<file path="src/rtl/cbt_pkg.sv">
// shared types, constants and fixed-point helpers for the cubic bezier tessellator
// no dependencies; used by every module of the block

package cbt_pkg;

   // default configuration of the block
   localparam int unsigned MAX_SEGMENTS_DEF = 63;
   localparam int unsigned COORD_WIDTH_DEF  = 24;

   // register widths and reset values
   localparam int unsigned SEG_WIDTH     = 6;
   localparam logic [SEG_WIDTH-1:0] SEG_RESET = 6'd20;
   localparam logic STROKE_RESET         = 1'b1;

   // csr register map, byte address bit 2 selects the register
   localparam int unsigned CSR_ADDR_WIDTH = 3;
   localparam int unsigned CSR_DATA_WIDTH = 32;
   localparam logic REG_SEGMENT_COUNT     = 1'b0;
   localparam logic REG_STROKE_ENABLE     = 1'b1;

   // q1.16 formats
   localparam int unsigned Q_WIDTH = 17;   // holds 0 .. 65536
   localparam int unsigned W_WIDTH = 19;   // basis weight after the factor of three
   localparam logic [Q_WIDTH-1:0] ONE_Q16 = 17'd65536;
   localparam int unsigned ROUND_SHIFT = 16;

   // number of control point coordinates in one item
   localparam int unsigned NUM_COORDS = 12;

   // control bits that travel along the pipeline with each point
   typedef struct packed {
      logic valid;
      logic last;
   } stage_ctl_type;

   // q1.16 product rounded back to q1.16, inputs at most one
   function automatic logic [Q_WIDTH-1:0] qmul(input logic [Q_WIDTH-1:0] a,
                                                input logic [Q_WIDTH-1:0] b);
      logic [2*Q_WIDTH-1:0] prod;
      prod = {{Q_WIDTH{1'b0}}, a} * {{Q_WIDTH{1'b0}}, b}
             + {{(Q_WIDTH+1){1'b0}}, 1'b1, 15'd0};
      return prod[ROUND_SHIFT +: Q_WIDTH];
   endfunction

endpackage

</file>
<file path="src/rtl/cbt_weights.sv">
// bernstein basis weights in q1.16, two register stages of q1.16 products
// depends on cbt_pkg; fed by cbt_sequencer, feeds cbt_blend

module cbt_weights #(
   parameter int unsigned COORD_WIDTH = 24
) (
   input  logic                           clock,
   input  logic                           reset,
   input  logic                           advance,
   input  cbt_pkg::stage_ctl_type         in_ctl,
   input  logic [cbt_pkg::Q_WIDTH-1:0]    in_t,
   input  logic [cbt_pkg::Q_WIDTH-1:0]    in_u,
   input  logic signed [COORD_WIDTH-1:0]  in_pts [12],
   output cbt_pkg::stage_ctl_type         out_ctl,
   output logic [cbt_pkg::W_WIDTH-1:0]    out_w [4],
   output logic signed [COORD_WIDTH-1:0]  out_pts [12]
);
   import cbt_pkg::*;

   stage_ctl_type      a_ctl_ff, b_ctl_ff;
   logic [Q_WIDTH-1:0] a_uu_ff, a_tt_ff, a_t_ff, a_u_ff;
   logic [W_WIDTH-1:0] b_w_ff [4];
   logic signed [COORD_WIDTH-1:0] a_pts_ff [12];
   logic signed [COORD_WIDTH-1:0] b_pts_ff [12];

   logic [Q_WIDTH-1:0] m1, m2;

   assign m1 = qmul(a_uu_ff, a_t_ff);
   assign m2 = qmul(a_u_ff, a_tt_ff);

   // valid bits
   always_ff @(posedge clock) begin
      if (reset) begin
         a_ctl_ff <= '0;
         b_ctl_ff <= '0;
      end else if (advance) begin
         a_ctl_ff <= in_ctl;
         b_ctl_ff <= a_ctl_ff;
      end
   end

   // squares, then cubes and cross terms
   always_ff @(posedge clock) begin
      if (advance) begin
         a_uu_ff   <= qmul(in_u, in_u);
         a_tt_ff   <= qmul(in_t, in_t);
         a_t_ff    <= in_t;
         a_u_ff    <= in_u;
         a_pts_ff  <= in_pts;
         b_w_ff[0] <= W_WIDTH'(qmul(a_uu_ff, a_u_ff));
         b_w_ff[1] <= (W_WIDTH'(m1) << 1) + W_WIDTH'(m1);
         b_w_ff[2] <= (W_WIDTH'(m2) << 1) + W_WIDTH'(m2);
         b_w_ff[3] <= W_WIDTH'(qmul(a_tt_ff, a_t_ff));
         b_pts_ff  <= a_pts_ff;
      end
   end

   assign out_ctl = b_ctl_ff;
   assign out_w   = b_w_ff;
   assign out_pts = b_pts_ff;

endmodule

</file>
<file path="config.mk">
export PLATFORM = sky130hd
export DESIGN_NAME = cbt_weights
export DESIGN_NICKNAME = d
export VERILOG_FILES = /design/src/rtl/cbt_pkg.sv /design/src/rtl/cbt_weights.sv
export SDC_FILE = /design/constraint.sdc
export NUM_CORES = 2
export LEC_CHECK = 0
export BUFFER_PORTS_ARGS = -buffer_cell sky130_fd_sc_hd__buf_2
export CORE_AREA = 2 2 489 491
export CTS_BUF_LIST = sky130_fd_sc_hd__clkbuf_8
export DETAILED_ROUTE_END_ITERATION = 6
export DIE_AREA = 0 0 491 493
export MAX_ROUTING_LAYER = met4
export PLACE_DENSITY_LB_ADDON = 0.05
export SYNTH_ARGS = -nofsm -noshare
export SYNTH_HDL_FRONTEND = slang
export SYNTH_SLANG_ARGS = --single-unit
</file>
<file path="constraint.sdc">
create_clock -name clock -period 9.4 [get_ports clock]
set_input_delay 2.82 -clock clock [delete_from_list [all_inputs] [get_ports clock]]
set_output_delay 2.82 -clock clock [all_outputs]
set_load 0.005 [all_outputs]
</file>
# ---- Word-level counts from Yosys, hierarchy flattened
# Index checks and enable logic that the tools add are counted.
dict set report classes {
  shifts 0
  mul 6
  magnitude_cmp 0
  eq_ne 0
  n_reduce_logical 0
  n_bitwise 0
  div_mod_pow 0
  mux 0
  add_sub_neg 8
}
# op count
set ops {}
lappend ops {{$add A33 B16 Y33 const B} 6}
lappend ops {{$mul A17 B17 Y33} 6}
lappend ops {{$add A18 B17 Y19} 2}
dict set report word_totals {
  latchBits 0
  mem_bits_rw 0
  out_inout_bits 366
  mem_count 0
  regBits 720
  mem_bits_ro 0
  word_cells 50
}

# ---- Logic depth before layout (Yosys ltp)
dict set report depth {
  word_depth 3
  depth_mapped 36
  ltp_nobuf 35
}

# ---- Worst setup path after synthesis
# OpenSTA, ideal clock, no wires.
dict set report synth_timing {
  path_kind {input to register}
  from {input in_u[9] (netlist bit)}
  to {register a_uu_ff[15] (data pin)}
  path_buffers 1
  arrival_ps 8493
  slack_ps 645
  setup_time_ps 262
  cell_stages 25
  cell_sequence {clkbuf_1 > nand2_1 > fa_1 > inv_1 > fa_1 > inv_1 > fa_1 > inv_1 > fa_1 > inv_1 > fa_1 > inv_1 > fa_1 > ha_1 > a21o_1 > a21o_1 > a21oi_1 > o21ai_0 > o21ba_2 > o211a_1 > nor3_1 > o31a_1 > a211oi_1 > o21bai_1 > xor2_1}
}
dict set report synth_between {
  elab_chain_len 2
}
# element line_no
set synth_lines {}
lappend synth_lines {{start: declaration} cbt_weights.sv:12} ;# input logic [cbt_pkg::Q_WIDTH-1:0] in_u,
lappend synth_lines {{$mul A17 B17 Y33} cbt_pkg.sv:40} ;# prod = {{Q_WIDTH{1'b0}}, a} * {{Q_WIDTH{1'b0}}, b}
lappend synth_lines {{$add A33 B16 Y33} cbt_pkg.sv:41} ;# + {{(Q_WIDTH+1){1'b0}}, 1'b1, 15'd0};
lappend synth_lines {{end signal: assignment} cbt_weights.sv:45} ;# a_uu_ff <= qmul(in_u, in_u);
lappend synth_lines {{end: declaration} cbt_weights.sv:21} ;# logic [Q_WIDTH-1:0] a_uu_ff, a_tt_ff, a_t_ff, a_u_ff;
# No other way between the ends.
# A chain may end at the register's enable or synchronous reset.

# ---- Worst setup path after layout
dict set report layout_timing {
  from {register a_u_ff[7]}
  to {register b_w_ff, in the netlist out_w[36] (data pin)}
}
dict set report layout_between {
  elab_chain_len 3
}
# element line_no
set layout_lines {}
lappend layout_lines {{start: declaration} cbt_weights.sv:21}
lappend layout_lines {{start signal: assignment} cbt_weights.sv:48} ;# a_u_ff <= in_u;
lappend layout_lines {{$mul A17 B17 Y33} cbt_pkg.sv:40}
lappend layout_lines {{$add A33 B16 Y33} cbt_pkg.sv:41}
lappend layout_lines {{$add A18 B17 Y19} cbt_weights.sv:52} ;# b_w_ff[2] <= (W_WIDTH'(m2) << 1) + W_WIDTH'(m2);
lappend layout_lines {{end: declaration} cbt_weights.sv:22} ;# logic [W_WIDTH-1:0] b_w_ff [4];
# No other way between the ends.

==> out/qor.yml <==
status: "completed"
synth_flop_cell: "edfxtp_1"
die_area_um2: 242000
via_count: 48632
avgSynthCellArea_um2: 11.1
arrival_ps: 9420
fillCellCount: 24126
final_layout_size_suffix_gt1_share_pct: 14.5
place.gp.congestion: 0.819
holdBufCountCts: 0
fmax_ghz: 0.114
timing.final.crit_share_pct: 93.7
drv_cap: 0
ys_types: 83
critical_path.max_stage_delay_ps: 560
end_kind: "flip-flop"
finClkSkew_ps: 59.1
min_period_ps: 8810
reg2reg_setup_slack_ps: 590
rows: 179
grt_start_max_net_pins: 140
drc: 0
grt_pass1_vias: 54800
routed_wl_mm: 219
grt_usage_pct: 19.0
regArea_um2: 21600
cts.clk_slew.worst_paths_ps: 70
path_buf_inv: 8
portBuffers: 688
hpwlAfterDp_mm: 178
syn-cell-area_um2: 75500
ctsLongestPathBuffers: 3
die_x_um: 491
grt_antenna_before_repair: 95
setup.worst_path.class: "flip-flop to flip-flop"
grt_pass1_wl_mm: 340
relSlewSlack_pct: 34.8
finalSetupTns_ps: 0
worstPathMaxFanout: 7
via_per_inst: 4.43
coreArea_um2: 237000
dpl.cell_count: 10602
final_util_pct: 36.6
synth_edf_count: 716
io_pins: 693
clock_latency_ps: 900
hold_viol: 0
dr.pass1.iters: 5
h-tree-depth: 4
setup_violations: 0
syn2layout_area_growth_pct: 14.7
worstHoldPathType: "flip-flop to flip-flop"
yosys_warnings: 0
ys_seq_area_share_pct: 28.6
antenna_left: 0
slew_viol_final: 0
start_kind: "flip-flop"
start_util_pct: 31.9
cp_common_cell: "fa_1"
synthArstFlopShare_pct: 0
cts_tree: "built"
wl_per_cell_um: 20.0
fp.dieH_um: 493
cp_top_family: "adder cells"
root_buffer: "clkbuf_8"
cp_slowest_cell: "fa_1"
rsz0062_at_grt: "false"
crit_required_ps: 10010
ys_ff_latch: 720
worst_slew_pin_slew_ps: 977
hold_ws_ps: 371
netlist_instances: 6823
cts.sinks: 720
fin_nets: 9918
multiInputGateArea_um2: 47000
grt.overflow.total: 0
drt_iter0_drc: 2047
layout.cells.non_filler: 10971
cts_inserted_buffers: 138
## per-layer routing
metal / global-route usage (%) / vias to the layer above / share of wire [%]
li1: - / 22597 / -
met5: - / - / 0
met1: 23.4 / 24968 / 43
met4: 3.02 / 0 / 1.3
met3: 4.99 / 194 / 6.1
met2: 32.0 / 873 / 49
## flip-flops by register name, indices dropped and copies added (netlist names)
| name | cells |
|---|---|
| a_ctl_ff | 2 |
| a_t_ff | 17 |
| out_ctl | 2 |
| out_pts | 288 |
| a_uu_ff | 17 |
| a_pts_ff | 288 |
| a_tt_ff | 17 |
| a_u_ff | 17 |
| out_w | 72 |
## cell type report
class	count	area share [%]
Clock inverter	107	0.908
Inverter	1603	6.95
Antenna cell	89	0.257
Sequential cell	720	24.9
Clock buffer	138	2.19
Tap cell	3167	4.57
Timing Repair Buffer	900	6.00
Multi-Input combinational cell	4247	54.2
## per-stage QoR
stage                     worst slack [ps]  area, µm²
final                                  593      86600
after global routing                  23.3      86600
after detailed placement               200      83400
after global placement                 199      83400
after floorplan                        645      75500
after CTS                              229      86000
## cell usage in the layout, fill, tap and decap left out, types with 121 or more instances in the layout
master / Yosys / routed
inv_1: 1603 / 1645
fa_1: 1280 / 1280
nand2_1: 776 / 776
edfxtp_1: 716 / 716
ha_1: 701 / 701
buf_2: 2 / 687
and2_1: 681 / 681
buf_4: 4 / 200
clkbuf_8: 0 / 138
nor2_1: 132 / 132
xnor2_1: 121 / 121
## final timing paths
| check | from | end | cells past startpoint |
|---|---|---|---|
| setup / recovery | a_u_ff[7] | out_w[36] | 36 |
| hold / removal | a_pts_ff[41] | out_pts[41] | 0 |
| setup reg to reg | a_u_ff[7] | out_w[36] | 36 |
| hold reg to reg | a_pts_ff[41] | out_pts[41] | 0 |
## Yosys cell counts (all sizes together), types with 29 or more instances
master / n / area [µm²]
a21o: 52 / 390
a21oi: 91 / 463
and2: 682 / 4270
clkbuf: 250 / 938
edfxtp: 716 / 21500
fa: 1280 / 25600
ha: 701 / 8770
inv: 1603 / 6020
nand2: 776 / 2910
nor2: 132 / 495
nor3: 29 / 150
o21ai: 54 / 270
xnor2: 122 / 1080
xor2: 39 / 342
## cells by family after synthesis
kind of cell               after synthesis  share of synthesized area (%)
AOI/OAI and AO/OA                      345                           3.15
xor gates and xnor gates               161                           1.88
adders and majority gates             1982                           45.6
buffers and inverters                 1859                           9.26
DFF                                    720                           28.6
muxes                                    9                          0.124
other                                    1                        0.00497
and+or+nand+nor                       1746                           11.4
## worst reg2reg max path: cells and delay by family (launching register included)
family / cells / cell delay [ps]
flip-flops: 1 / 360
buffers and inverters: 8 / 910
adder cells (fa/ha/maj): 8 / 3700
AND/OR/NAND/NOR: 7 / 960
AO/OA/AOI/OAI: 11 / 2250
XOR/XNOR: 1 / 140
multiplexers: 1 / 230
## repair_timing
item,in CTS,in global routing
endpoints found under the hold margin,0,0
endpoints found under the setup margin,0,7
buffers inserted,0,35
resized for setup,0,1
Power is not shown: default switching activity piles up to over one toggle a cycle in this logic, so the estimate is an artifact.
