`config.mk`:
```
export PLATFORM = sky130hd
export DESIGN_NAME = cbt_sequencer
export DESIGN_NICKNAME = d
export VERILOG_FILES = /design/src/rtl/cbt_pkg.sv /design/src/rtl/cbt_sequencer.sv
export SDC_FILE = /design/constraint.sdc
export NUM_CORES = 1
export LEC_CHECK = 0
export ABC_AREA = 1
export BUFFER_PORTS_ARGS = -buffer_cell sky130_fd_sc_hd__buf_4
export CORE_MARGIN = 10
export CORE_UTILIZATION = 47
export CTS_CLUSTER_DIAMETER = 120
export DETAILED_ROUTE_END_ITERATION = 12
export GPL_TIMING_DRIVEN = 0
export PLACE_DENSITY_LB_ADDON = 0.05
export SLEW_MARGIN = 20
export SYNTH_ARGS = -nofsm -noshare
export SYNTH_HDL_FRONTEND = slang
export SYNTH_SLANG_ARGS = --single-unit
```
`constraint.sdc`:
```
create_clock -name clock -period 5.2 [get_ports clock]
set_input_delay 0 -clock clock [delete_from_list [all_inputs] [get_ports clock]]
set_output_delay 0 -clock clock [all_outputs]
set_load 0.05 [all_outputs]
```
`src/rtl/cbt_pkg.sv`:
```
// shared types, constants and fixed-point helpers for the cubic bezier tessellator
// no dependencies; used by every module of the block

package cbt_pkg;

   // default configuration of the block
   localparam int unsigned MAX_SEGMENTS_DEF = 63;
   localparam int unsigned COORD_WIDTH_DEF  = 24;

   // register widths and reset values
   localparam int unsigned SEG_WIDTH     = 6;
   localparam logic [SEG_WIDTH-1:0] SEG_RESET = 6'd20;
   localparam logic STROKE_RESET         = 1'b1;

   // csr register map, byte address bit 2 selects the register
   localparam int unsigned CSR_ADDR_WIDTH = 3;
   localparam int unsigned CSR_DATA_WIDTH = 32;
   localparam logic REG_SEGMENT_COUNT     = 1'b0;
   localparam logic REG_STROKE_ENABLE     = 1'b1;

   // q1.16 formats
   localparam int unsigned Q_WIDTH = 17;   // holds 0 .. 65536
   localparam int unsigned W_WIDTH = 19;   // basis weight after the factor of three
   localparam logic [Q_WIDTH-1:0] ONE_Q16 = 17'd65536;
   localparam int unsigned ROUND_SHIFT = 16;

   // number of control point coordinates in one item
   localparam int unsigned NUM_COORDS = 12;

   // control bits that travel along the pipeline with each point
   typedef struct packed {
      logic valid;
      logic last;
   } stage_ctl_type;

   // q1.16 product rounded back to q1.16, inputs at most one
   function automatic logic [Q_WIDTH-1:0] qmul(input logic [Q_WIDTH-1:0] a,
                                                input logic [Q_WIDTH-1:0] b);
      logic [2*Q_WIDTH-1:0] prod;
      prod = {{Q_WIDTH{1'b0}}, a} * {{Q_WIDTH{1'b0}}, b}
             + {{(Q_WIDTH+1){1'b0}}, 1'b1, 15'd0};
      return prod[ROUND_SHIFT +: Q_WIDTH];
   endfunction

endpackage

```
`src/rtl/cbt_sequencer.sv`:
```
// per-curve sequencer: holds the segment count and steps t once per point
// depends on cbt_pkg; feeds cbt_weights

module cbt_sequencer #(
   parameter int unsigned MAX_SEGMENTS = 63,
   parameter int unsigned COORD_WIDTH  = 24
) (
   input  logic                             clock,
   input  logic                             reset,
   input  logic                             advance,
   input  logic                             item_valid,
   output logic                             item_ready,
   input  logic signed [COORD_WIDTH-1:0]    item_pts [12],
   input  logic [cbt_pkg::SEG_WIDTH-1:0]    segment_count,
   input  logic                             stroke_enable,
   output cbt_pkg::stage_ctl_type           out_ctl,
   output logic [cbt_pkg::Q_WIDTH-1:0]      out_t,
   output logic [cbt_pkg::Q_WIDTH-1:0]      out_u,
   output logic signed [COORD_WIDTH-1:0]    out_pts [12]
);
   import cbt_pkg::*;

   // step table: 65536 = q*n + r for every segment count from 1 to MAX_SEGMENTS
   logic [Q_WIDTH-1:0]   step_q [MAX_SEGMENTS+1];
   logic [SEG_WIDTH-1:0] step_r [MAX_SEGMENTS+1];

   for (genvar g = 0; g <= MAX_SEGMENTS; g++) begin : g_step
      localparam int unsigned Div = (g == 0) ? 1 : g;
      localparam int unsigned StepQ = 65536 / Div;
      localparam int unsigned StepR = 65536 % Div;
      assign step_q[g] = Q_WIDTH'(StepQ);
      assign step_r[g] = SEG_WIDTH'(StepR);
   end

   logic                 busy_ff, busy_in;
   logic [SEG_WIDTH-1:0] n_ff, n_in;
   logic [SEG_WIDTH-1:0] i_ff, i_in;
   logic [Q_WIDTH-1:0]   t_ff, t_in;
   logic [SEG_WIDTH-1:0] r_ff, r_in;
   logic signed [COORD_WIDTH-1:0] pts_ff [12];

   stage_ctl_type        ctl_ff, ctl_in;
   logic [Q_WIDTH-1:0]   st_ff, su_ff;
   logic signed [COORD_WIDTH-1:0] spts_ff [12];

   logic                 accept;
   logic                 issue;
   logic                 last_now;
   logic [SEG_WIDTH-1:0] n_clamp;
   logic [SEG_WIDTH:0]   r_sum;
   logic                 carry;

   assign item_ready = !busy_ff;
   assign accept     = item_valid && !busy_ff;
   assign issue      = busy_ff && advance;
   assign last_now   = (i_ff == n_ff);

   // clamp the segment count into 1 .. MAX_SEGMENTS
   always_comb begin
      if (segment_count == '0) begin
         n_clamp = SEG_WIDTH'(1);
      end else if (segment_count > SEG_WIDTH'(MAX_SEGMENTS)) begin
         n_clamp = SEG_WIDTH'(MAX_SEGMENTS);
      end else begin
         n_clamp = segment_count;
      end
   end

   // incremental t: quotient and remainder of (i*65536 + n/2) / n
   always_comb begin
      r_sum = {1'b0, r_ff} + {1'b0, step_r[n_ff]};
      carry = (r_sum >= {1'b0, n_ff});
   end

   always_comb begin
      busy_in = busy_ff;
      n_in    = n_ff;
      i_in    = i_ff;
      t_in    = t_ff;
      r_in    = r_ff;
      if (accept) begin
         busy_in = stroke_enable;
         n_in    = n_clamp;
         i_in    = '0;
         t_in    = '0;
         r_in    = n_clamp >> 1;
      end else if (issue) begin
         busy_in = !last_now;
         i_in    = i_ff + SEG_WIDTH'(1);
         t_in    = t_ff + step_q[n_ff] + Q_WIDTH'(carry);
         r_in    = carry ? SEG_WIDTH'(r_sum - {1'b0, n_ff}) : r_sum[SEG_WIDTH-1:0];
      end
   end

   always_comb begin
      ctl_in.valid = busy_ff;
      ctl_in.last  = busy_ff && last_now;
   end

   // control state
   always_ff @(posedge clock) begin
      if (reset) begin
         busy_ff <= 1'b0;
         ctl_ff  <= '0;
      end else begin
         busy_ff <= busy_in;
         if (advance) begin
            ctl_ff <= ctl_in;
         end
      end
   end

   // curve state and control points
   always_ff @(posedge clock) begin
      n_ff <= n_in;
      i_ff <= i_in;
      t_ff <= t_in;
      r_ff <= r_in;
      if (accept) begin
         pts_ff <= item_pts;
      end
   end

   // issue register, first pipeline stage
   always_ff @(posedge clock) begin
      if (advance) begin
         st_ff   <= t_ff;
         su_ff   <= ONE_Q16 - t_ff;
         spts_ff <= pts_ff;
      end
   end

   assign out_ctl = ctl_ff;
   assign out_t   = st_ff;
   assign out_u   = su_ff;
   assign out_pts = spts_ff;

endmodule

```
### After elaboration in Yosys (flattened, before gate mapping)

Memories as Yosys holds them, arrays and structs flattened.
Cells that the tools add are included.

* ROM bits: 1472
* output and inout port bits: 325
* register bits: 648
* logic and storage cells: 67
* memories kept: 2

* $add $sub $neg: 6
* eq/ne operators: 1
* mux-type cells: 11
* reductions and logical operators: 8
* order comparisons: 3
* bitwise operators: 1

Memory list
* (name not given): depth 64, bits a word 17, read ports 1, clocked after memory_dff 0, wr ports 0, RTL line cbt_sequencer.sv:90 `t_in = t_ff + step_q[n_ff] + Q_WIDTH'(carry);`
* (name not given): depth 64, bits a word 6, read ports 1, clocked after memory_dff 0, wr ports 0, RTL line cbt_sequencer.sv:71 `r_sum = {1'b0, r_ff} + {1'b0, step_r[n_ff]};`

Operators with widths (number)
* $mux W17: 2
* $mux W6: 5
* $add A17 B1 Y17: 1
* $add A17 B17 Y17: 1
* $sub A17 B17 Y17 const A: 1
* $mux W5: 2
* $add A6 B6 Y7: 1
* $ge A7 B6 Y1: 1
* $ge A7 B7 Y1 const B: 1
* $not A6 Y7: 1
* $add A6 B1 Y6 const B: 1
* $eq A6 B6 Y1: 1
* $gt A6 B6 Y1 const B: 1
* $logic_not A6 Y1: 1
* $sub A6 B6 Y6: 1
* $logic_and A1 B1 Y1: 3
* $logic_not A1 Y1: 2
* $mux W1: 2
* $reduce_bool A2 Y1: 1
* $reduce_or A2 Y1: 1

### Depth between registers and ports, before layout

* depth in word-level cells: 9
* gate-level depth with buffers: 34
* mapped depth without buffers: 34

### Worst setup path before layout

Ideal clock, no wire load.

* kind: register to register
* start point: reg n_ff[1]
* end point: reg t_ff[16]
* stages on the path, launching flop included: 33
* path slack: 0.121 ns
* required time: 4.861 ns
* clock period less this slack: 5.079 ns
* data arrival time: 4.739 ns
* path buffers: 0
* path through: edfxtp_1 -> inv_2 -> ha_1 -> nor2_1 -> nor2_1 -> o21ai_1 -> nand2_1 -> inv_1 -> a211oi_1 -> ha_1 -> fa_1 -> nand3_1 -> nand2_1 -> xor2_1 -> inv_1 -> ha_1 -> a21oi_1 -> a21boi_2 -> nand2_1 -> nand2_4 -> nand2_4 -> fa_1 -> fa_1 -> nand2_1 -> nand2_1 -> nand3_1 -> nand2_2 -> nand2_1 -> nand2_1 -> nand2_1 -> nand2_1 -> nand2_1 -> a21oi_1

* longest elaborated chain between the ends: 7

Ends and longest elaborated chain
* start, declared: RTL line cbt_sequencer.sv:36 `logic [SEG_WIDTH-1:0] n_ff, n_in;`
* start signal, assigned: RTL line cbt_sequencer.sv:115 `n_ff <= n_in;`
* $not A6 Y7 (implied by the code): RTL line cbt_sequencer.sv:71, cbt_sequencer.sv:90
* $mem_v2 Z64 W6
* $mux W6 (implied by the code) (2 in a row): RTL line cbt_sequencer.sv:71
* $add A6 B6 Y7: RTL line cbt_sequencer.sv:71
* $ge A7 B6 Y1: RTL line cbt_sequencer.sv:72 `carry = (r_sum >= {1'b0, n_ff});`
* $add A17 B1 Y17 *: RTL line cbt_sequencer.sv:90
* end signal, assigned: RTL line cbt_sequencer.sv:117 `t_ff <= t_in;`
* end, declared: RTL line cbt_sequencer.sv:38 `logic [Q_WIDTH-1:0] t_ff, t_in;`

Mark *: on every way between the ends. The rest lies on a longest branch, timed or not. The select of a mux whose other input is x is not followed.
A chain may end at the register's enable or synchronous reset.

### Final worst setup path

* start point: reg n_ff[0]
* end point: reg t_ff[10]

The elaborated chain is that of the path after synthesis.

==> results.md <==
- The flow ran to the end, and the final reports show no timing, DRC or antenna violations.
- The later-pin clock latency in the skew report is 630 ps.
- The worst setup path is of the reg -> reg kind.
- The clock net in this run drives a total of 647 sinks.
- The count of buffers from port buffering is 623.
- The area enclosed by the die boundary is 57800 um2.
- Along the worst path, the maximum fanout reaches 7.
- After synthesis, the cell types taking the most area are edfxtp_1, nand2_1, dfxtp_1, ha_1, inv_1.
- The most used flip-flop cell after synthesis is edfxtp_1.
- In this run the critical register-to-register path is captured at t_ff[10].
- After synthesis the cells add up to 22800 um2.
- In this run the tightest slew margin relative to its limit is 0.513.
- The synthesized flop and latch total is 647.
- The launch instance of the worst register-to-register path is n_ff[0].
- The highest clock rate is 198 MHz.
- The routed wire length per instance is 24.7 um.
- Data arrives at the worst endpoint at 5590 ps.
- The number of hold violations in the final report is 0.
- After routing the design area is 34000 um2.
- The starting DRC count in detailed routing is 1138.
- The ratio of final minimum period to clock period is 0.970.
- The horizontal die dimension is 240 um.
- After floorplanning, the core was divided into 80 placement rows.
- For this design, the slowest cell found on the critical path is fa_2.
- A synthesized cell averages 17.4 um2.
- Wires add up to 74300 um.
- In this run the power density over the cells is 415 nW/um2.
- The number of flops mapped to enable cells by yosys is 620.
- The minimum hold slack is 88.9 ps.
- Clock-pin slew was measured on the worst setup and hold paths at 60 ps.
- The number of nets produced by synthesis is 1656.
- The core region is 47900 um2.
- The area taken by flip-flops and latches is 19200 um2.
- The all-layer global routing usage is 0.246.
- In this design, the stage delay of the slowest critical-path cell is 400 ps.
- The type of the tightest min-delay check is in -> reg.
- The element type at the critical path end is a register.
- The switching portion of total power is 0.294.
- The number of levels the H-tree was split into is 2.
- The via density per instance is 5.01.
- The number of antenna violations at the first check in global routing was 8.
- The number of global-route vias before repair is 15.4k.
- For this run, design rule violations remaining after detail routing come to 0.
- Entering global routing, the biggest net connects 99 pins.
- The post-DP HPWL is 53300 um.
- VDD sags by at most 0.000402 V.
- The maximum root-to-sink buffer count is 3.
- The number of distinct standard cells referenced by the synthesized netlist is 57.
- The relative contribution of sequential cells to total power is 0.453.
- Of the cells placed in the final design, the portion with a size suffix greater than 1 is 0.354.
- The height of the die is 240 um.
- The share of total power dissipated in the clock network is 0.312.
- The worst hold path passes through 2 cells.
- The TritonCTS clock tree is done.
- The number of setup violations in the final report is 0.
- The cell that appears most often on the critical path is nand2_2.
- The worst hold path begins at item_pts[206].
- The sequential-to-total area share from yosys stat is 0.839.
- The post-placement setup slack is -1130 ps.
- The area share of the leading cell type in the synthesized netlist is 0.815.
- The wire length of the first global-routing pass is 104000 um.
- The post-route worst setup slack is 156 ps.
- The tree is rooted in a clkbuf_16.
- At the pin with the least slew margin, the transition time is 730 ps.
- Of the total power, combinational logic draws 0.234.
- The post-place instance area is 28500 um2.
- The multi-input gate area in the final layout is 3490 um2.
- The number of slew-limit violations in the final report is 0.
- The post-layout minimum cycle time is 5040 ps.
- The cell type with the largest total area after synthesis is edfxtp_1.
- The net switching power of the design is 4130 uW.
- The worst register-to-register path has a setup slack of 160 ps.
- Cell internal power was estimated by the tool at 9940 uW.
- For the worst setup path, the data required time is 5740 ps.
- For this configuration, the core starts out at a cell density of 0.476.
- The analysis attributes to cell leakage a power of 0.0137 uW.
- For this design the top-level I/O count stands at 624.
- The startpoint type of the worst setup path is a register.
- The pre-antenna-repair detailed-routing pass consisted of 5 iterations.
- The number of max-cap violations is 0.
- The number of cells on the worst reg-to-reg path is 29.
- In this run, CTS created clock tree buffers numbering 61.
- After filler insertion, the fill cell instance count of the layout stands at 3127.
- In this run the remaining antenna-violating nets after routing total 0.
- Clock skew on the completed layout was measured at 37.3 ps.
- The global route total overflow is 0.
- The signed area change from the synthesized netlist to the final layout is 48.6%.
- The path with the worst hold slack has its endpoint at pts_ff[206].
- The gate count of the mapped netlist is 1314.
- Routability-driven placement finished with a final weighted congestion of 0.922.
- Yosys printed 0 warnings.
- The number of nets in the final layout is 2672.
- The routed layout has 15.0k vias.
- The proportion of register bits with asynchronous set or reset after synthesis is 0.
-- per-layer routing --
metal / share of wire / wire length (um) / GRT usage
met3: 0.084 / 6220 / 0.0745
met4: 0.033 / 2420 / 0.0938
met2: 0.53 / 39200 / 0.436
met1: 0.36 / 26400 / 0.273
met5: 0.00035 / 26 / 0
-- state kept, by name (all words and copies together), names as in the netlist --
| name | count |
|---|---|
| out_pts | 288 |
| pts_ff | 288 |
| out_t | 17 |
| t_ff | 17 |
| out_u | 16 |
| i_ff | 6 |
| n_ff | 6 |
| r_ff | 6 |
| out_ctl | 2 |
| busy_ff | 1 |
-- critical path: cells and delay by family, from the launching register on --
family          cells  cell delay, ps
buf+inv             4             430
compound gates      5             980
flops               1             380
fa+ha+maj           6            1760
simple gates       12            1060
xor+xnor            2             360
-- power by group through the flow --
stage / clock network (uW) / logic [uW] / registers, uW
2_1_floorplan: 0 / 1120 / 7200
3_3_place_gp: 0 / 2780 / 6510
3_5_place_dp: 0 / 2820 / 6490
4_1_cts: 4450 / 3150 / 6370
5_1_grt: 4670 / 3530 / 6420
6_report: 4400 / 3300 / 6380
-- Yosys cell counts (all sizes together), types with 4 or more instances --
library cell and instances:
nand3 51, nor2 75, nor3 12, a211oi 4, o22ai 11, o21ai 44
inv 84, dfxtp 27, o211ai 6, ha 39, buf 18, a21oi 50
xor2 19, nand4 6, xnor2 8, edfxtp 620, clkbuf 6, nand2 193
fa 4
-- cells in the final DEF (no fill, tap or decap), drive strengths merged, types with 4 or more instances in the layout --
cell type	instances
ha	39
o21ai	44
inv	86
o211ai	6
a211oi	4
nand3	51
xnor2	8
xor2	19
edfxtp	620
o22ai	11
nor2	75
clkbuf	81
nand2	193
bufinv	5
diode	7
dfxtp	27
a21oi	50
dlygate4sd3	299
clkinv	33
buf	673
fa	4
nand4	6
nor3	12
-- repair_timing --
action / in CTS / in global routing
setup endpoints to repair: 17 / 10
pin swaps: 10 / 20
cloned: 0 / 0
hold buffers: 299 / 0
resized for setup: 42 / 30
endpoints found under the hold margin: 383 / 0
setup buffers: 16 / 10
-- stage by stage --
step | total power (uW) | setup TNS, ps | std cells | utilization
2_1_floorplan | 8310 | 0 | 1314 | -
3_3_place_gp | 9290 | -375460 | 2552 | 0.590
3_5_place_dp | 9300 | -11940 | 2558 | 0.594
4_1_cts | 14000 | 0 | 2988 | 0.703
5_1_grt | 14600 | -180 | 3004 | 0.708
6_report | 14100 | 0 | 3005 | 0.708
-- how the worst max path moves through the flow --
stage | from | end | slack [ps] | depth (start not counted)
4_1_cts | n_ff[2] | t_ff[10] | 3 | 29
3_5_place_dp | n_ff[0] | t_ff[10] | -1130 | 27
2_1_floorplan | n_ff[1] | t_ff[16] | 120 | 32
6_report | n_ff[0] | t_ff[10] | 160 | 29
3_3_place_gp | n_ff[0] | t_ff[16] | -1430 | 29
5_1_grt | n_ff[1] | t_ff[10] | -70 | 29
-- cell families after synthesis --
logic type / count (synthesis) / share of synthesized area
flops: 647 / 0.839
xor+xnor: 27 / 0.0104
compound gates: 141 / 0.0370
fa+ha+maj: 43 / 0.0249
buf+inv: 109 / 0.0202
simple gates: 347 / 0.0690
-- layout make-up --
type,instances,area share
antenna,7,0.000516
buffer,23,0.00461
clock buffer,76,0.0485
clock inverter,40,0.0101
inverter,85,0.00980
multi-input combinational,558,0.103
sequential,647,0.564
tap,615,0.0227
timing repair buffer,954,0.237
No activity file was read; power rests on OpenSTA's default activity.
